**src/hw/rtl/bb3_pkg.sv**
```systemverilog
// shared types and constants of the 3x3 box blur
package bb3_pkg;

    localparam int MAX_WIDTH_DEF = 2048;

    localparam int PIX_W     = 8;
    localparam int ROW_W     = 12;
    localparam int COL_W     = 11;
    localparam int CFG_W     = 12;
    localparam int CFG_IDX_W = 1;
    localparam int LINE_W    = 2 * PIX_W;
    localparam int CSUM_W    = PIX_W + 2;
    localparam int SUM_W     = PIX_W + 4;

    // register indexes of the configuration port
    localparam logic [CFG_IDX_W-1:0] REG_FRAME_WIDTH  = 1'b0;
    localparam logic [CFG_IDX_W-1:0] REG_FRAME_HEIGHT = 1'b1;

    localparam logic [CFG_W-1:0] RESET_WIDTH  = 12'd2048;
    localparam logic [CFG_W-1:0] RESET_HEIGHT = 12'd2048;

    // divide by 9 as multiply by ceil(2^16 / 9) and shift, exact for sums up to 9 * 255
    localparam int              RECIP_W     = 13;
    localparam logic [RECIP_W-1:0] RECIP_9  = 13'd7282;
    localparam int              RECIP_SHIFT = 16;
    localparam int              PROD_W      = SUM_W + RECIP_W;

    // result queue, depth a power of two
    localparam int FIFO_DEPTH = 8;
    localparam int FIFO_PTR_W = $clog2(FIFO_DEPTH);
    localparam int FIFO_CNT_W = $clog2(FIFO_DEPTH + 1);

    typedef struct packed {
        logic [PIX_W-1:0] pixel_in;
    } pixel_t;

    typedef struct packed {
        logic [PIX_W-1:0] pixel_out;
        logic [ROW_W-1:0] out_row;
        logic [COL_W-1:0] out_col;
        logic             last_of_item;
        logic             frame_done;
    } result_t;

    // per-pixel tag that travels with the pipeline
    typedef struct packed {
        logic             has_int;
        logic             has_bord;
        logic             done;
        logic [ROW_W-1:0] row;
        logic [COL_W-1:0] col;
    } meta_t;

    typedef struct packed {
        meta_t            meta;
        logic [PIX_W-1:0] mean;
        logic [PIX_W-1:0] pix;
    } entry_t;

endpackage

```
**src/hw/rtl/bb3_window.sv**
```systemverilog
// 3x3 window kept as column sums, window sum and divide by nine
module bb3_window (
    input  logic                       clk,
    input  logic                       shift_en,
    input  logic [bb3_pkg::PIX_W-1:0]  up2,
    input  logic [bb3_pkg::PIX_W-1:0]  up1,
    input  logic [bb3_pkg::PIX_W-1:0]  pix,
    output logic [bb3_pkg::PIX_W-1:0]  mean
);
    import bb3_pkg::*;

    logic [CSUM_W-1:0] csum_reg [3];
    logic [CSUM_W-1:0] csum_next;
    logic [SUM_W-1:0]  sum_reg;
    logic [SUM_W-1:0]  sum_next;
    logic [PROD_W-1:0] prod;

    assign csum_next = CSUM_W'(up2) + CSUM_W'(up1) + CSUM_W'(pix);
    assign sum_next  = SUM_W'(csum_reg[0]) + SUM_W'(csum_reg[1]) + SUM_W'(csum_reg[2]);

    always_ff @(posedge clk)
    begin
        if (shift_en)
        begin
            csum_reg[0] <= csum_reg[1];
            csum_reg[1] <= csum_reg[2];
            csum_reg[2] <= csum_next;
        end
        sum_reg <= sum_next;
    end

    assign prod = PROD_W'(sum_reg) * PROD_W'(RECIP_9);
    assign mean = prod[RECIP_SHIFT +: PIX_W];

endmodule

```
**config.mk**
```make
export PLATFORM = sky130hd
export DESIGN_NAME = bb3_window
export DESIGN_NICKNAME = d
export VERILOG_FILES = /design/src/hw/rtl/bb3_pkg.sv /design/src/hw/rtl/bb3_window.sv
export SDC_FILE = /design/constraint.sdc
export NUM_CORES = 1
export LEC_CHECK = 0
export ABC_AREA = 1
export BUFFER_PORTS_ARGS = -buffer_cell sky130_fd_sc_hd__buf_2
export CAP_MARGIN = 25
export CORE_AREA = 5 5 182 96
export DETAILED_ROUTE_END_ITERATION = 10
export DIE_AREA = 0 0 187 101
export SYNTH_ARGS = -nofsm -noshare
export SYNTH_HDL_FRONTEND = slang
export SYNTH_SLANG_ARGS = --single-unit
```
**constraint.sdc**
```tcl
create_clock -name clk -period 6.6 [get_ports clk]
set_clock_uncertainty 0.05 [all_clocks]
set_input_delay 1.32 -clock clk [delete_from_list [all_inputs] [get_ports clk]]
set_output_delay 1.32 -clock clk [all_outputs]
set_load 0.005 [all_outputs]
```
==> impl_results.md, run 1 <==
- Tmin final: 6.05 ns
- Commonest non-fill, non-tap cell in the layout: inv_1
- Layout cell share with drive strength beyond 1: under 10%
- Crit-path slowest cell: fa_1
- Met2 wire length: between 3000 and 4000 um
- I/O pins: 34
- R2R depth: 9
- Unrepaired setup endpoints after global routing: false
- Final WS setup: approximately 0.55 ns
- Gr ovfl total: 0
- CP Launch Type: flip-flop
- Initial antenna violation count: 0
- H-tree depth reported by CTS: 2
- Final setup vio count: 0
- Fin cells: just over 700
- Reg2reg end: sum_reg[11]$_DFF_P_
- Max_slew headroom: between 50% and 60%
- Worst Path Buf+Inv: 7
- Post-Syn Area: about 4600 um2
- FFs w/ async S/R, synth: 0%
- Final wirelength: around 9100 um
- Cell Chain, Critical Path: inv_1 -> fa_1 -> inv_1 -> ha_1 -> inv_1 -> fa_1 -> inv_1 -> fa_1 -> inv_1 -> fa_1 -> inv_1 -> ha_1 -> nand2_1 -> nor2_1 -> nor2_1 -> nor2_1 -> nor2_1 -> nand2_1 -> xor2_1 -> buf_2
- Max Clock Freq: 0.165 GHz
- Hold EP: csum_reg[0][10]$_DFFE_PP_
- Num CTS Buffers: 5
- Final Wtd Congestion: 0.878
- Fin nets: approximately 670
- Post-CTS Resized: 0
- CTS sink count: between 40 and 50
- Crit path max-delay family: adder cells
- Worst Min Path Start: csum_reg[0][20]$_DFFE_PP_
- Hold WC Path Type: flip-flop to flip-flop
- Initial Util: between 20 and 30%
- Antenna diode count: 0
- Max Slew Vio Count: 0
- Number of synthesized flops with an enable pin: 30
- Data required, critical path: 5.23 ns
- Post-CTS Setup Inserts: 0
- First-pass GRT wire length: between 15,000 and 20,000 um
- M1 wire length: ~5100 um
- Outcome: finished, final reports clean
- Worst r2r src: csum_reg[0][1]$_DFFE_PP_
- Finished Core Util: between 30 and 40%
- Total GRT Usage: a little over a tenth
- Placeable Area: 15,900 um2
- Row count: 33
- Root Driver: clkbuf_16
- Avg Inst Size Synth: around 9.6 um2
- Sequential area share after synthesis: about a quarter
- Met3 Wirelength: 705 um
- Drt via density: about 4.4
- Synthesized instance count: 482
- CTS max path bufs: 2
- Top_reg_cell synth: edfxtp_1
- Crit end category: output port
- Final hold vios: 0
- Critical Path AT: about 4.7 ns
- Filler cells: between 1,500 and 2,000
- Die Y: 101 um
- PortBufs: 33
- Clk slew on worst S/H paths: 0.06 ns
- CTS tree: yes
- Synth Warn #: 0
- DRT antenna net count: 0
- CP Max Fanout: 5
- Slowest stage delay, CP: ~0.53 ns
- Kind of critical path: flip-flop to output port
- Pre-antenna DRT Iters: 4
- Most frequent cells in the layout: inv_1, ha_1, nand2_1
- Clock Latency Late Sink: about 0.28 ns
- Die width: ~190 um
- Hold Crit Depth: 0
- CTS Hold Buffers Added: 0
- Placed cells: 717
- Vias: 3,162
- Max layer used: met4
- Yosys cell types: 30
- Post-DR wirelength/cell: ~13 um
- Vias in the first global route: roughly 3,300
- Post-synthesis net count: between 600 and 700
- P&R area growth vs syn: 11.5%
- Die area: approximately 19,000 um2
- Pre-CTS setup slack: around 0.86 ns
- Tcrit/Tclk final: between 90% and 100%
- Synth Register Bits: between 40 and 50
- Post-route setup TNS: 0 ns
- DRC Markers: 0
- Largest register FFs: 30
- Most used cell, CP: inv_1
- Initial DRC count: between 150 and 200
- Final HPWL DP: 8100 um
- Max cap viols: 0
- Worst slew pin tran: between 0.6 and 0.7 ns
- Largest net degree at the start of global routing: 31
- Reg-to-reg slack, setup: 4.18 ns
metrics by stage:
step / hold slack [ns] / instance area (um2)
2_1_floorplan: 0.376 / 4620
3_3_place_gp: 0.391 / 4990
3_5_place_dp: 0.386 / 4990
4_1_cts: 0.399 / 5150
5_1_grt: 0.411 / 5150
6_report: 0.400 / 5150
layer usage:
metal,vias to the layer above,global-route usage [%]
met5,-,0
met4,0,1.36
met3,5,3.60
met2,64,14.5
met1,1468,15.8
li1,1625,-
logic make-up after synthesis:
group | Yosys count | synth area share (%)
adders and majority gates | 132 | 43.7
buffers and inverters | 108 | 9.42
and+or+nand+nor | 128 | 11.9
AOI/OAI and AO/OA | 52 | 6.52
DFF | 42 | 24.7
xor gates and xnor gates | 20 | 3.79
cell usage after synthesis, drive strengths merged (2+ instances only):
cell type,number,area [um2]
a21boi,2,15.0
xor2,12,105
nor2,22,87.6
nor3,3,25.0
ha,83,1040
nand2,76,290
o21ai,8,43.8
edfxtp,30,901
dfxtp,12,240
xnor2,8,70.1
a21oi,29,145
a21o,4,30.0
nand3,21,105
fa,49,981
inv,100,375
o21bai,5,37.5
nand4,4,25.0
buf,8,60.1
worst max-delay path by stage:
| stage | to | cells past startpoint | startpoint |
|---|---|---|---|
| CTS | mean[3] | 20 | sum_reg[9]$_DFF_P_ |
| global placement | mean[3] | 20 | sum_reg[9]$_DFF_P_ |
| floorplan | mean[3] | 20 | sum_reg[9]$_DFF_P_ |
| detailed placement | mean[3] | 20 | sum_reg[9]$_DFF_P_ |
| finish | mean[3] | 20 | sum_reg[9]$_DFF_P_ |
| global route | mean[3] | 20 | sum_reg[9]$_DFF_P_ |
layout make-up:
type	count	area, um2	share of cell area, %
Tap cell	210	263	5.10
Timing Repair Buffer	33	165	3.20
Clock inverter	1	30.0	0.583
Multi-Input combinational cell	332	3050	59.1
Sequential cell	42	1140	22.1
Clock buffer	7	133	2.57
Inverter	100	375	7.28
Power of run 1 is not shown: default switching activity piles up to over one toggle a cycle in this logic, so the estimate is an artifact.
==> inputs of run 2 (changes only) <==
--- a/config.mk
+++ b/config.mk
@@ -8,9 +8,10 @@
 export ABC_AREA = 1
 export BUFFER_PORTS_ARGS = -buffer_cell sky130_fd_sc_hd__buf_2
 export CAP_MARGIN = 25
-export CORE_AREA = 5 5 182 96
+export CORE_AREA = 5 5 136 73
 export DETAILED_ROUTE_END_ITERATION = 10
-export DIE_AREA = 0 0 187 101
+export DIE_AREA = 0 0 141 78
+export PLACE_DENSITY = 0.73
 export SYNTH_ARGS = -nofsm -noshare
 export SYNTH_HDL_FRONTEND = slang
 export SYNTH_SLANG_ARGS = --single-unit
==> run 2 against run 1 <==
  * Wire length shrank 11%
  * Critical path depth shrank 2
  * Sequential cell count unchanged
  * Via count is 1.5% lower
  * Critical endpoint is now mean[2]
==> impl_results.md, run 2 (same netlist as run 1, synthesis figures left out) <==
- Unrepaired setup endpoints after global routing: false
- Vias: roughly 3,100
- Total GRT Usage: about 16%
- Most frequent cells in the layout: inv_1, ha_1, nand2_1
- Initial DRC count: 95
- First-pass GRT wire length: approximately 14,000 um
- Die area: about 11,000 um2
- Outcome: finished, final reports clean
- DRT antenna net count: 0
- Worst Min Path Start: csum_reg[0][10]$_DFFE_PP_
- Max cap viols: 0
- Antenna diode count: 0
- Hold Crit Depth: 0
- Final wirelength: 8080 um
- Crit path max-delay family: adder cells
- I/O pins: 34
- CTS max path bufs: 2
- Max Clock Freq: between 0.15 and 0.2 GHz
- DRC Markers: 0
- Num CTS Buffers: 5
- Largest register FFs: 30
- Hold EP: csum_reg[0][0]$_DFFE_PP_
- Reg-to-reg slack, setup: about 4.2 ns
- P&R area growth vs syn: 8.58%
- Initial antenna violation count: 0
- Most used cell, CP: inv_1
- Die Y: slightly below 80 um
- H-tree depth reported by CTS: 2
- Post-CTS Resized: 0
- Slowest stage delay, CP: approximately 0.53 ns
- Crit end category: output port
- CP Max Fanout: 4
- Drt via density: roughly 4.9
- PortBufs: 33
- CTS sink count: 42
- Stages on worst setup path: 18
- Die width: 141 um
- Placeable Area: about 8500 um2
- Tmin final: between 5 and 6 ns
- Final hold vios: 0
- Vias in the first global route: 3,170
- Largest net degree at the start of global routing: 31
- Worst r2r src: csum_reg[0][1]$_DFFE_PP_
- Max_slew headroom: about three fifths
- Cell Chain, Critical Path: inv_1 -> fa_1 -> inv_1 -> ha_1 -> inv_1 -> fa_1 -> inv_1 -> fa_1 -> inv_1 -> fa_1 -> inv_1 -> ha_1 -> a21oi_1 -> o21ai_0 -> a21oi_1 -> nand2_1 -> xor2_1 -> buf_2
- Critical Path AT: between 4 and 5 ns
- Hold WC Path Type: flip-flop to flip-flop
- R2R depth: 9
- Layout cell share with drive strength beyond 1: under 10%
- Final setup vio count: 0
- Row count: 24
- Kind of critical path: flip-flop to output port
- CTS tree: yes
- Data required, critical path: ~5.2 ns
- Commonest non-fill, non-tap cell in the layout: inv_1
- Root Driver: clkbuf_16
- Post-DR wirelength/cell: 12.8 um
- Final Wtd Congestion: about 0.89
- Reg2reg end: sum_reg[11]$_DFF_P_
- Tcrit/Tclk final: a little over 90%
- Initial Util: between 50% and 60%
- Clock Latency Late Sink: between 0.2 and 0.3 ns
- Final HPWL DP: 7150 um
- CP Launch Type: flip-flop
- Max Slew Vio Count: 0
- Pre-antenna DRT Iters: 4
- Worst Path Buf+Inv: 7
- Post-CTS Setup Inserts: 0
- Fin nets: 672
- CTS Hold Buffers Added: 0
- Gr ovfl total: 0
- Worst slew pin tran: ~0.62 ns
- Crit-path slowest cell: fa_1
- Post-route setup TNS: 0 ns
- Clk slew on worst S/H paths: ~0.06 ns
run 2: how the worst max path moves through the flow:
stage | endpoint | startpoint
2_1_floorplan | mean[3] | sum_reg[9]$_DFF_P_
3_3_place_gp | mean[3] | sum_reg[9]$_DFF_P_
3_5_place_dp | mean[2] | sum_reg[9]$_DFF_P_
4_1_cts | mean[2] | sum_reg[9]$_DFF_P_
5_1_grt | mean[6] | sum_reg[3]$_DFF_P_
6_report | mean[2] | sum_reg[9]$_DFF_P_
run 2: cell type report:
type	count	area, um2
Inverter	100	375
Tap cell	117	146
Fill cell	740	3510
Clock inverter	3	20.0
Multi-Input combinational cell	332	3050
Sequential cell	42	1140
Timing Repair Buffer	33	165
Clock buffer	5	125
run 2: layer usage:
metal / track usage, % / share of wire, % / vias up
met5: 0 / 0 / -
met4: 2.90 / 0.94 / 0
met3: 2.70 / 3.6 / 9
met2: 27.0 / 47 / 59
met1: 20.9 / 48 / 1432
li1: - / - / 1615
run 2: stage by stage:
step                      worst slack, ns  cell area (um2)  util [%]  instances  hold slack [ns]
after global routing                0.361             5020      58.9        632            0.432
after CTS                           0.610             5020      58.9        632            0.406
after global placement               1.04             4880      57.2        624            0.382
final                               0.610             5020      58.9        632            0.400
after floorplan                      1.16             4620         -        482            0.376
after detailed placement            0.909             4880      57.2        624            0.392
Power of run 2 is left out for the same reason.
