==> config.mk <==
export PLATFORM = sky130hd
export DESIGN_NAME = bb3_out_fifo_flat
export DESIGN_NICKNAME = d
export VERILOG_FILES = /design/src/hw/rtl/bb3_pkg.sv /design/src/hw/rtl/bb3_stream_if.sv /design/src/hw/rtl/bb3_out_fifo.sv /design/src/flat_wrapper.sv
export SDC_FILE = /design/constraint.sdc
export NUM_CORES = 1
export LEC_CHECK = 0
export BUFFER_PORTS_ARGS = -buffer_cell sky130_fd_sc_hd__buf_2
export CELL_PAD_IN_SITES_DETAIL_PLACEMENT = 1
export CELL_PAD_IN_SITES_GLOBAL_PLACEMENT = 2
export CORE_ASPECT_RATIO = 1.75
export CORE_UTILIZATION = 24
export CTS_BUF_LIST = sky130_fd_sc_hd__clkbuf_2 sky130_fd_sc_hd__clkbuf_4 sky130_fd_sc_hd__clkbuf_8
export CTS_CLUSTER_SIZE = 16
export DETAILED_ROUTE_END_ITERATION = 8
export PLACE_DENSITY_LB_ADDON = 0.1
export SLEW_MARGIN = 20
export SYNTH_ARGS = -nofsm -noshare
export SYNTH_HDL_FRONTEND = slang
export SYNTH_SLANG_ARGS = --single-unit
==> constraint.sdc <==
create_clock -name clk -period 4.8 [get_ports clk]
set_clock_uncertainty 0.1 [all_clocks]
set_input_delay 0 -clock clk [delete_from_list [all_inputs] [get_ports clk]]
set_output_delay 0 -clock clk [all_outputs]
set_load 0.005 [all_outputs]
==> src/hw/rtl/bb3_pkg.sv <==
// shared types and constants of the 3x3 box blur
package bb3_pkg;

    localparam int MAX_WIDTH_DEF = 2048;

    localparam int PIX_W     = 8;
    localparam int ROW_W     = 12;
    localparam int COL_W     = 11;
    localparam int CFG_W     = 12;
    localparam int CFG_IDX_W = 1;
    localparam int LINE_W    = 2 * PIX_W;
    localparam int CSUM_W    = PIX_W + 2;
    localparam int SUM_W     = PIX_W + 4;

    // register indexes of the configuration port
    localparam logic [CFG_IDX_W-1:0] REG_FRAME_WIDTH  = 1'b0;
    localparam logic [CFG_IDX_W-1:0] REG_FRAME_HEIGHT = 1'b1;

    localparam logic [CFG_W-1:0] RESET_WIDTH  = 12'd2048;
    localparam logic [CFG_W-1:0] RESET_HEIGHT = 12'd2048;

    // divide by 9 as multiply by ceil(2^16 / 9) and shift, exact for sums up to 9 * 255
    localparam int              RECIP_W     = 13;
    localparam logic [RECIP_W-1:0] RECIP_9  = 13'd7282;
    localparam int              RECIP_SHIFT = 16;
    localparam int              PROD_W      = SUM_W + RECIP_W;

    // result queue, depth a power of two
    localparam int FIFO_DEPTH = 8;
    localparam int FIFO_PTR_W = $clog2(FIFO_DEPTH);
    localparam int FIFO_CNT_W = $clog2(FIFO_DEPTH + 1);

    typedef struct packed {
        logic [PIX_W-1:0] pixel_in;
    } pixel_t;

    typedef struct packed {
        logic [PIX_W-1:0] pixel_out;
        logic [ROW_W-1:0] out_row;
        logic [COL_W-1:0] out_col;
        logic             last_of_item;
        logic             frame_done;
    } result_t;

    // per-pixel tag that travels with the pipeline
    typedef struct packed {
        logic             has_int;
        logic             has_bord;
        logic             done;
        logic [ROW_W-1:0] row;
        logic [COL_W-1:0] col;
    } meta_t;

    typedef struct packed {
        meta_t            meta;
        logic [PIX_W-1:0] mean;
        logic [PIX_W-1:0] pix;
    } entry_t;

endpackage

==> src/hw/rtl/bb3_stream_if.sv <==
// valid/ready stream channel with a typed payload
interface bb3_stream_if #(
    parameter type payload_t = logic [7:0]
);
    logic     valid;
    logic     ready;
    payload_t data;

    modport source (output valid, output data, input ready);
    modport sink   (input valid, input data, output ready);
endinterface

==> src/hw/rtl/bb3_out_fifo.sv <==
// result queue, one entry per pixel that has a result, unpacked into one or two results
module bb3_out_fifo (
    input  logic                           clk,
    input  logic                           rst_n,
    input  logic                           push,
    input  bb3_pkg::entry_t                push_entry,
    output logic [bb3_pkg::FIFO_CNT_W-1:0] count,
    bb3_stream_if.source                   results
);
    import bb3_pkg::*;

    entry_t                fifo_q [FIFO_DEPTH];
    logic [FIFO_PTR_W-1:0] wr_ptr_reg;
    logic [FIFO_PTR_W-1:0] rd_ptr_reg;
    logic [FIFO_CNT_W-1:0] cnt_reg;
    logic                  int_sent_reg;

    entry_t  head;
    result_t res;
    logic    show_int;
    logic    xfer;
    logic    pop;

    assign head     = fifo_q[rd_ptr_reg];
    assign show_int = head.meta.has_int && !int_sent_reg;

    always_comb
    begin
        if (show_int)
        begin
            res.pixel_out    = head.mean;
            res.out_row      = head.meta.row - ROW_W'(1);
            res.out_col      = head.meta.col - COL_W'(1);
            res.last_of_item = !head.meta.has_bord;
            res.frame_done   = !head.meta.has_bord && head.meta.done;
        end
        else
        begin
            res.pixel_out    = head.pix;
            res.out_row      = head.meta.row;
            res.out_col      = head.meta.col;
            res.last_of_item = 1'b1;
            res.frame_done   = head.meta.done;
        end
    end

    assign results.valid = (cnt_reg != '0);
    assign results.data  = res;
    assign xfer          = results.valid && results.ready;
    assign pop           = xfer && res.last_of_item;
    assign count         = cnt_reg;

    always_ff @(posedge clk)
    begin
        if (push)
        begin
            fifo_q[wr_ptr_reg] <= push_entry;
        end
    end

    always_ff @(posedge clk or negedge rst_n)
    begin
        if (!rst_n)
        begin
            wr_ptr_reg   <= '0;
            rd_ptr_reg   <= '0;
            cnt_reg      <= '0;
            int_sent_reg <= 1'b0;
        end
        else
        begin
            if (push)
            begin
                wr_ptr_reg <= wr_ptr_reg + FIFO_PTR_W'(1);
            end
            if (pop)
            begin
                rd_ptr_reg <= rd_ptr_reg + FIFO_PTR_W'(1);
            end
            if (push && !pop)
            begin
                cnt_reg <= cnt_reg + FIFO_CNT_W'(1);
            end
            else if (pop && !push)
            begin
                cnt_reg <= cnt_reg - FIFO_CNT_W'(1);
            end
            if (pop)
            begin
                int_sent_reg <= 1'b0;
            end
            else if (xfer)
            begin
                int_sent_reg <= 1'b1;
            end
        end
    end

endmodule

==> src/flat_wrapper.sv <==
// flat-port wrapper written by rule: the top's interface ports become plain ports
module bb3_out_fifo_flat import bb3_pkg::*;
  (clk, rst_n, push, push_entry, count, results_valid, results_data, results_ready);
  bb3_stream_if results_i ();
  input  logic clk;
  input  logic rst_n;
  input  logic push;
  input  bb3_pkg::entry_t push_entry;
  output logic [bb3_pkg::FIFO_CNT_W-1:0] count;
  output wire logic [$bits(results_i.valid)-1:0] results_valid;
  output wire logic [$bits(results_i.data)-1:0] results_data;
  input wire logic [$bits(results_i.ready)-1:0] results_ready;
  assign results_valid = results_i.valid;
  assign results_data = results_i.data;
  assign results_i.ready = results_ready;
  bb3_out_fifo u_core (.clk(clk), .rst_n(rst_n), .push(push), .push_entry(push_entry), .count(count), .results(results_i));
endmodule
==> results of run 1 <==
## cell usage in the layout (no fill, tap or decap), types with 7 or more instances in the layout
| master | count |
|---|---|
| edfxtp_1 | 72 |
| buf_2 | 25 |
| dlygate4sd3_1 | 13 |
| nor2_1 | 12 |
| buf_4 | 11 |
| dfrtp_1 | 11 |
| mux4_1 | 10 |
| nand2_1 | 9 |
| clkbuf_8 | 9 |
| mux2i_1 | 8 |
| mux4_2 | 7 |
| nor3_1 | 7 |
| xnor2_1 | 7 |
## through the flow
stage,cells,power (W),hold WS (ns),util
floorplan,197,0.00174,-0.396,-
global placement,406,0.00211,-0.187,0.272
detailed placement,406,0.00212,-0.186,0.273
CTS,435,0.00270,0.330,0.297
finish,435,0.00262,0.353,0.297
global route,435,0.00281,0.357,0.297
## worst paths after layout
path / start / end / slack [ns] / depth (start not counted)
worst max register to register: u_core.rd_ptr_reg[0]$_DFFE_PN0P_ / u_core.count[3]$_DFFE_PN0P_ / 1.22 / 15
worst min register to register: u_core.count[3]$_DFFE_PN0P_ / u_core.count[3]$_DFFE_PN0P_ / 0.41 / 1
min in group asynchronous: rst_n / u_core.count[3]$_DFFE_PN0P_ / 0.62 / 3
worst min-delay path: push_entry[18] / u_core.fifo_q[5][18]$_DFFE_PP_ / 0.35 / 2
worst max-delay path: u_core.rd_ptr_reg[0]$_DFFE_PN0P_ / u_core.count[3]$_DFFE_PN0P_ / 1.22 / 15
max in group asynchronous: rst_n / u_core.rd_ptr_reg[1]$_DFFE_PN0P_ / 3.58 / 3
## final cells by class
cell class,count,share of cell area
Sequential cell,83,0.566
Multi-Input combinational cell,103,0.249
Timing Repair Buffer,49,0.0784
Tap cell,180,0.0523
Clock buffer,10,0.0305
Clock inverter,6,0.0206
Inverter,4,0.00349
## repair_timing
action	in CTS	in global routing
hold buffers	13	0
hold endpoints to repair	88	0
resized for setup	0	0
setup buffers	0	0
## power by group through the flow
stage	registers, W	clock network, W	logic [W]
2_1_floorplan	0.00100	0	0.000737
3_3_place_gp	0.00104	0	0.00108
3_5_place_dp	0.00104	0	0.00108
4_1_cts	0.00103	0.000577	0.00109
5_1_grt	0.00104	0.000596	0.00117
6_report	0.00102	0.000558	0.00104
## cell families after synthesis
logic type                 count (synthesis)  synth area share
AOI/OAI and AO/OA                         12            0.0234
xor gates and xnor gates                  13            0.0317
adders and majority gates                  7            0.0265
buffers and inverters                     11            0.0244
DFF                                       83             0.679
muxes                                     31             0.159
and+or+nand+nor                           40            0.0558
## metal layers
| metal | global-route usage | up-vias |
|---|---|---|
| met4 | 0.0434 | 0 |
| met3 | 0.0227 | 8 |
| met2 | 0.218 | 30 |
| met5 | 0 | - |
| met1 | 0.130 | 979 |
| li1 | - | 883 |
==> reports/results.txt, run 1 <==
post-route setup TNS: 0 ns
design area: 4310 um2
max FFs per register: 72
Core Rows: 58
Final #Nets: 303
Longest Clk Path Bufs: 2
synth unique cells: 35
internal power: 0.00173 W
Starting Density: 0.247
met1 wire length: 3350 um
CP Launch Type: flop
Port Buffers: 25
sequential power share: 0.389
post-synth net total: 250
DR vias: 1900
status: finished clean
FFs w/ async S/R, synth: 0.133
Clk Latency, worst-skew pair: 0.35 ns
Register Area: 2440 um2
power density cells: 609 nW/um2
GRT Residual Overflow: 0
fill count: 1526
crit-path leading delay family: simple AND/OR/NAND/NOR gates
Top-Level Pins: 59
Multi-input gate area: 1070 um2
Fin. Hold Viols: 0
Met2 Wirelength: 4660 um
Avg Cell Area, Syn: 18.2 um2
sw frac: 0.339
max frequency: 279 MHz
top cell type's share of synthesized area: 0.602
Slew Limit Fails: 0
CTS Sinks: 83
EDFF count, synth: 72
WL per Instance: 19.1 um
Cell Area, Synth: 3590 um2
Place WS: 1.16 ns
relative slew slack: 0.529
Max Fanout on Critical Path: 18
Area contributors post-synth: edfxtp_1, dfrtp_1, mux4_1
area grow syn2layout: 20.0%
Pre-Repair DR Iteration Count: 4
placed wire-length estimate: 5800 um
unrepaired setup endpoints after global routing: no
Tightest Pin Transition: 0.705 ns
Core ar.: 14500 um2
Worst Path Required: 4.94 ns
Final Cycle Share: 0.746
most common cell in the netlist: edfxtp_1
Placer Congestion: 0.670
combinational cell fraction of total power: 0.398
max-cap viol count: 0
CTS Root Cell: clkbuf_8
worst path buffer plus inverter count: 4
Top reg by flops: u_core.fifo_q
Die Ht: 164 um
ys flop type: edfxtp_1
vias per inst: 4.37
CTS tree: built
Syn Inst Count: 197
ratio of cells with drive above 1 in the final layout: 0.278
first-pass GRT wire length: 12700 um
Leak Pwr: 1.52 nW
Switching Power: 0.000890 W
full die area: 15500 um2
Critical-path top delay cell: dfrtp_1
Syn. warnings: 0
critical-path cell list: buf_4 -> or2b_2 -> o22ai_2 -> nor3_1 -> buf_4 -> nor2_1 -> inv_1 -> ha_1 -> inv_1 -> ha_1 -> a21o_1 -> a21oi_1 -> xnor2_1 -> nor2_1 -> xor2_1
DRC viols: 0
ranking of synthesized cells by instance count: edfxtp_1, nor2_1, dfrtp_1
fin crit period: 3.58 ns
Clk network pwr share: 0.213
WL met3: 172 um
htree depth: 3
Highest Signal Layer: met4
antenna diode count: 0
antenna violations before repair: 0
Clock transition at path regs: 0.09 ns
worst path arrival time: 3.72 ns
DIE WIDTH: 94.5 um
final WL: 8290 um
critical path type: flop to flop
dominant cell type by area after synthesis: edfxtp_1
final setup violating endpoints: 0
final worst slack: 1.22 ns
post-synthesis sequential area ratio: 0.679
max incr delay on CP: 0.41 ns
vias in the first global route: 2080
CTS Buf Count: 9
Detailed Route Iter0 Violations: 67
Seq cells post-synth: 83
worst min path class: primary input to flop
gr usage total: 0.117
largest net degree at the start of global routing: 19
CP Capture Type: flop
Post-Place Cell Area: 3960 um2
Routed Antenna Nets: 0
VDD IR max: 0.000191 V
Power figures use the tool's default switching activity.
==> run 2: changes to the inputs <==
Clock period 4.8 ns to 3.7 ns, I/O delays scaled along.
==> reports/results.txt, run 2 (synthesis results as in run 1) <==
Critical-path top delay cell: mux4_1
power density cells: 769 nW/um2 (+26%)
sw frac: 0.355 (+0.0152)
full die area: 15500 um2 (unchanged)
CP Capture Type: flop
Final #Nets: 307 (+1.3%)
Reg2Reg Depth: 13 (-2)
combinational cell fraction of total power: 0.416 (+0.018)
sequential power share: 0.403 (+0.014)
CTS Buf Count: 9 (unchanged)
Top-Level Pins: 59 (unchanged)
internal power: 0.00214 W (+23%)
first-pass GRT wire length: 12600 um (-1.3%)
ratio of cells with drive above 1 in the final layout: 0.293 (+0.0150)
status: finished clean
Starting Density: 0.247 (unchanged)
Post-Place Cell Area: 3980 um2 (+0.70%)
RR Endpoint: u_core.count[3]$_DFFE_PN0P_
final setup violating endpoints: 0 (unchanged)
fin crit period: 3.30 ns (-0.280 ns)
CTS Root Cell: clkbuf_8
Detailed Route Iter0 Violations: 82 (+22%)
Worst Setup SP: u_core.rd_ptr_reg[0]$_DFFE_PN0P_
design area: 4300 um2 (-0.17%)
critical-path cell list: mux4_1 -> mux2i_1 -> nor3_2 -> nor2_1 -> inv_1 -> ha_1 -> inv_1 -> ha_1 -> a21o_1 -> a21oi_1 -> xnor2_1 -> nor2_1 -> xor2_1
worst min path class: primary input to flop
Max Fanout on Critical Path: 9 (-9)
Routed Antenna Nets: 0 (unchanged)
worst path arrival time: 3.44 ns (-0.28 ns)
Clk Latency, worst-skew pair: 0.35 ns (about the same)
Slew Limit Fails: 0 (unchanged)
Die Ht: 164 um (unchanged)
Clock transition at path regs: 0.10 ns (about the same)
final WL: 8290 um (about the same)
CP Launch Type: flop
vias per inst: 4.39 (+0.50%)
CTS tree: built
gr usage total: 0.118 (about the same)
unrepaired setup endpoints after global routing: no
Port Buffers: 25 (unchanged)
DRC viols: 0 (unchanged)
Core ar.: 14500 um2 (unchanged)
Top reg by flops: u_core.fifo_q
Leak Pwr: 1.51 nW (-0.45%)
postcts setup bufs: 0 (unchanged)
Worst R2R Start: u_core.rd_ptr_reg[0]$_DFFE_PN0P_
area grow syn2layout: 19.8%
Clk network pwr share: 0.181 (-0.032)
Placer Congestion: 0.638 (-4.7%)
Fin. Hold Viols: 0 (unchanged)
largest net degree at the start of global routing: 16 (-3)
post-route setup TNS: 0 ns (unchanged)
DIE WIDTH: 94.5 um (unchanged)
WL per Instance: 18.9 um (-1.0%)
reg2reg setup slack: 0.40 ns (-0.82 ns)
vias in the first global route: 2090 (+0.48%)
max FFs per register: 72 (unchanged)
critical path type: flop to flop
CTS Sinks: 83 (unchanged)
DR vias: 1927 (+1.4%)
Core Rows: 58 (unchanged)
max-cap viol count: 0 (unchanged)
relative slew slack: 0.522 (-0.00761)
Longest Clk Path Bufs: 2 (unchanged)
most frequent cells in the layout: edfxtp_1, buf_2, buf_4
VDD IR max: 0.000252 V (+32%)
Tightest Pin Transition: 0.717 ns (+0.0114 ns)
Worst Path Required: 3.84 ns (-1.10 ns)
htree depth: 3 (unchanged)
max incr delay on CP: 0.61 ns (+0.20 ns)
Final Cycle Share: 0.892 (+0.146)
Switching Power: 0.00117 W (+32%)
antenna violations before repair: 0 (unchanged)
placed wire-length estimate: 5880 um (+1.4%)
commonest non-fill, non-tap cell in the layout: edfxtp_1
GRT Residual Overflow: 0 (unchanged)
crit path to: u_core.count[3]$_DFFE_PN0P_
Pre-Repair DR Iteration Count: 4 (unchanged)
max frequency: 303 MHz (+8.5%)
antenna diode count: 0 (unchanged)
[run 2: cell types whose count changed in the layout (fill, tap and decap cells not counted), sizes merged]
cell,previous run,this run
inv,5,6
buf,36,40
clkinv,1,0
bufinv,2,0
clkinvlp,2,4
[run 2: per-stage QoR]
stage / setup WS (ns) / total power [W] / hold slack, ns / std cells / util
after floorplan: 0.702 / 0.00226 / -0.396 / 197 / -
after global placement: 0.0998 / 0.00276 / -0.189 / 410 / 0.274
after detailed placement: 0.0765 / 0.00277 / -0.189 / 410 / 0.274
after CTS: 0.0580 / 0.00339 / 0.334 / 439 / 0.296
after global routing: 0.0764 / 0.00356 / 0.350 / 439 / 0.296
final: 0.400 / 0.00331 / 0.353 / 439 / 0.296
[run 2: worst min-delay path by stage]
stage	startpoint	end	slack [ns]	cells after the start
global route	push_entry[21]	u_core.fifo_q[6][21]$_DFFE_PP_	0.35	2
global placement	rst_n	u_core.count[3]$_DFFE_PN0P_	-0.19	1
detailed placement	rst_n	u_core.count[2]$_DFFE_PN0P_	-0.19	1
finish	push_entry[18]	u_core.fifo_q[5][18]$_DFFE_PP_	0.35	2
CTS	push_entry[18]	u_core.fifo_q[5][18]$_DFFE_PP_	0.33	2
floorplan	rst_n	u_core.count[0]$_DFFE_PN0P_	-0.40	0
[run 2: cell type report]
class                   instances  area, um2
clock buffers                  10        131
clock inverters                 6       47.5
fillers                      1558      10200
inverters                       4       15.0
multi-input cells             103       1070
flip-flops and latches         83       2440
well taps                     180        225
repair buffers                 53        368
[run 2: per-layer routing]
| metal | share of wire | up-vias | track usage |
|---|---|---|---|
| met3 | 0.022 | 9 | 0.0222 |
| met5 | 0 | - | 0 |
| met4 | 0.015 | 0 | 0.0455 |
| met2 | 0.58 | 28 | 0.222 |
| met1 | 0.38 | 993 | 0.125 |
| li1 | - | 897 | - |
[run 2: what timing repair did]
| action | CTS | global route |
|---|---|---|
| hold buffers | 13 | 0 |
| setup endpoints to repair | 0 | 1 |
| gates resized for setup | 0 | 2 |
| endpoints found under the hold margin | 87 | 0 |
[run 2: critical path, delay by kind of cell (launching register included)]
family | cells | cell delay (ns)
AO/OA/AOI/OAI | 2 | 0.40
XOR/XNOR | 2 | 0.29
adder cells (fa/ha/maj) | 2 | 0.45
buffers and inverters | 2 | 0.19
flip-flops | 1 | 0.53
multiplexers | 2 | 0.84
AND/OR/NAND/NOR | 3 | 0.38
[run 2: power groups by stage]
stage	Sequential [W]	Clock, W	Combinational (W)
2_1_floorplan	0.00130	0	0.000957
3_3_place_gp	0.00135	0	0.00140
3_5_place_dp	0.00136	0	0.00141
4_1_cts	0.00134	0.000622	0.00143
5_1_grt	0.00136	0.000656	0.00154
6_report	0.00133	0.000598	0.00138
==> run 3: changes to the inputs <==
Settings changed: REMOVE_ABC_BUFFERS set to 1.
==> reports/results.txt, run 3 (synthesis results as in run 1) <==
CTS Sinks: 83 (unchanged)
Critical-path top delay cell: mux4_2
reg2reg setup slack: 0.44 ns (+0.04 ns)
final worst slack: 0.441 ns (+0.0402 ns)
Final Cycle Share: 0.881 (-0.0109)
CTS tree: built
max frequency: 307 MHz (+1.2%)
RR Endpoint: u_core.count[3]$_DFFE_PN0P_
Tightest Pin Transition: 1.05 ns (+0.335 ns)
Worst Path Required: 3.83 ns (about the same)
status: finished clean
Placer Congestion: 0.632 (-1.0%)
Routed Antenna Nets: 0 (unchanged)
crit path to: u_core.count[3]$_DFFE_PN0P_
Top reg by flops: u_core.fifo_q
DIE WIDTH: 94.5 um (unchanged)
most frequent cells in the layout: edfxtp_1, buf_2, nor2_1, dlygate4sd3_1, buf_4
Worst Setup SP: u_core.rd_ptr_reg[1]$_DFFE_PN0P_
postcts setup bufs: 0 (unchanged)
htree depth: 3 (unchanged)
Longest Clk Path Bufs: 2 (unchanged)
area grow syn2layout: 19.6%
Critical Path Stages: 13 (unchanged)
Die Ht: 164 um (unchanged)
Clk Latency, worst-skew pair: 0.35 ns (about the same)
Top-Level Pins: 59 (unchanged)
final WL: 8190 um (-1.2%)
Reg2Reg Depth: 13 (unchanged)
Core Rows: 58 (unchanged)
CTS Root Cell: clkbuf_8
Core ar.: 14500 um2 (unchanged)
Detailed Route Iter0 Violations: 55 (-33%)
Post-Layout Cell Count: 436 (-0.68%)
Max Fanout on Critical Path: 8 (-1)
vias in the first global route: 2209 (+5.7%)
largest net degree at the start of global routing: 14 (-2)
CP Capture Type: flop
crit-path leading delay family: multiplexers
Place WS: 0.352 ns (+0.275 ns)
worst min path class: primary input to flop
antenna diode count: 0 (unchanged)
Fin. Hold Viols: 0 (unchanged)
DRC viols: 0 (unchanged)
fin crit period: 3.26 ns (-0.0402 ns)
Final #Nets: 305 (-0.65%)
gr usage total: 0.119 (+0.00139)
max-cap viol count: 0 (unchanged)
Port Buffers: 25 (unchanged)
Leak Pwr: 1.52 nW (+0.20%)
post-route setup TNS: 0 ns (unchanged)
critical-path cell list: mux4_2 -> o22ai_2 -> nor3_1 -> nor2_1 -> inv_1 -> ha_1 -> inv_1 -> ha_1 -> a21o_1 -> a21oi_1 -> xnor2_1 -> nor2_1 -> xor2_1
Pre-Repair DR Iteration Count: 4 (unchanged)
commonest non-fill, non-tap cell in the layout: edfxtp_1
critical path type: flop to flop
CP Launch Type: flop
Clock transition at path regs: 0.08 ns (-0.02 ns)
full die area: 15500 um2 (unchanged)
WL per Instance: 18.8 um (-0.51%)
Slew Limit Fails: 0 (unchanged)
relative slew slack: 0.295 (-0.227)
Final Core Density: 0.296 (-0.000603)
Tot Pwr: 0.00331 W (about the same)
worst path arrival time: 3.39 ns (-0.05 ns)
CTS Buf Count: 9 (unchanged)
placed wire-length estimate: 5870 um (-0.33%)
VDD IR max: 0.000263 V (+4.4%)
DR vias: 1897 (-1.6%)
GRT Residual Overflow: 0 (unchanged)
Starting Density: 0.247 (unchanged)
vias per inst: 4.35 (-0.88%)
ratio of cells with drive above 1 in the final layout: 0.281 (-0.0122)
worst path buffer plus inverter count: 2 (unchanged)
final setup violating endpoints: 0 (unchanged)
max incr delay on CP: 0.56 ns (-0.05 ns)
first-pass GRT wire length: 12900 um (+3.0%)
power density cells: 771 nW/um2 (+0.18%)
unrepaired setup endpoints after global routing: no
Worst R2R Start: u_core.rd_ptr_reg[1]$_DFFE_PN0P_
max FFs per register: 72 (unchanged)
antenna violations before repair: 0 (unchanged)
DP Cell Count: 408 (-0.49%)
## run 3: cell types whose count changed in the layout (fill, tap and decap cells not counted)
cell,before,now
buf_4,15,13
clkinvlp_4,4,2
dfrtp_2,1,0
dfrtp_1,10,11
bufinv_16,0,1
clkinv_2,0,2
inv_6,2,0
## run 3: timing repair
action / 4_1_cts / 5_1_grt
resized for setup: 0 / 0
endpoints found under the hold margin: 87 / 0
hold buffers: 13 / 0
## run 3: power by group
| part | total [W] | internal, W | switching [W] |
|---|---|---|---|
| clock | 0.000628 | 0.000313 | 0.000315 |
| combinational | 0.00135 | 0.000662 | 0.000685 |
| sequential | 0.00133 | 0.00120 | 0.000128 |
## run 3: final cells by class
type / instances / area (um2)
clock buffer: 10 / 131
clock inverter: 5 / 55.1
fill: 1568 / 10200
inverter: 4 / 15.0
multi-input combinational: 103 / 1070
sequential: 83 / 2440
tap: 180 / 225
timing repair buffer: 51 / 353
## run 3: per-layer routing
metal | part of all wire | GRT usage | vias up
li1 | - | - | 887
met1 | 0.38 | 0.123 | 973
met2 | 0.58 | 0.231 | 27
met3 | 0.022 | 0.0231 | 10
met4 | 0.016 | 0.0434 | 0
met5 | 0 | 0 | -
## run 3: through the flow
step,instance area (um2),hold WS (ns)
floorplan,3520,-0.396
global placement,3970,-0.186
detailed placement,3970,-0.186
CTS,4290,0.340
global route,4290,0.365
finish,4290,0.362
## run 3: how the worst min path moves through the flow
stage	startpoint	endpoint	slack, ns	cells after the start
after floorplan	rst_n	u_core.count[0]$_DFFE_PN0P_	-0.40	0
after global placement	rst_n	u_core.rd_ptr_reg[1]$_DFFE_PN0P_	-0.19	1
after detailed placement	rst_n	u_core.count[3]$_DFFE_PN0P_	-0.19	1
after CTS	push_entry[18]	u_core.fifo_q[5][18]$_DFFE_PP_	0.34	2
after global routing	push_entry[17]	u_core.fifo_q[6][17]$_DFFE_PP_	0.37	2
final	push_entry[17]	u_core.fifo_q[6][17]$_DFFE_PP_	0.36	2
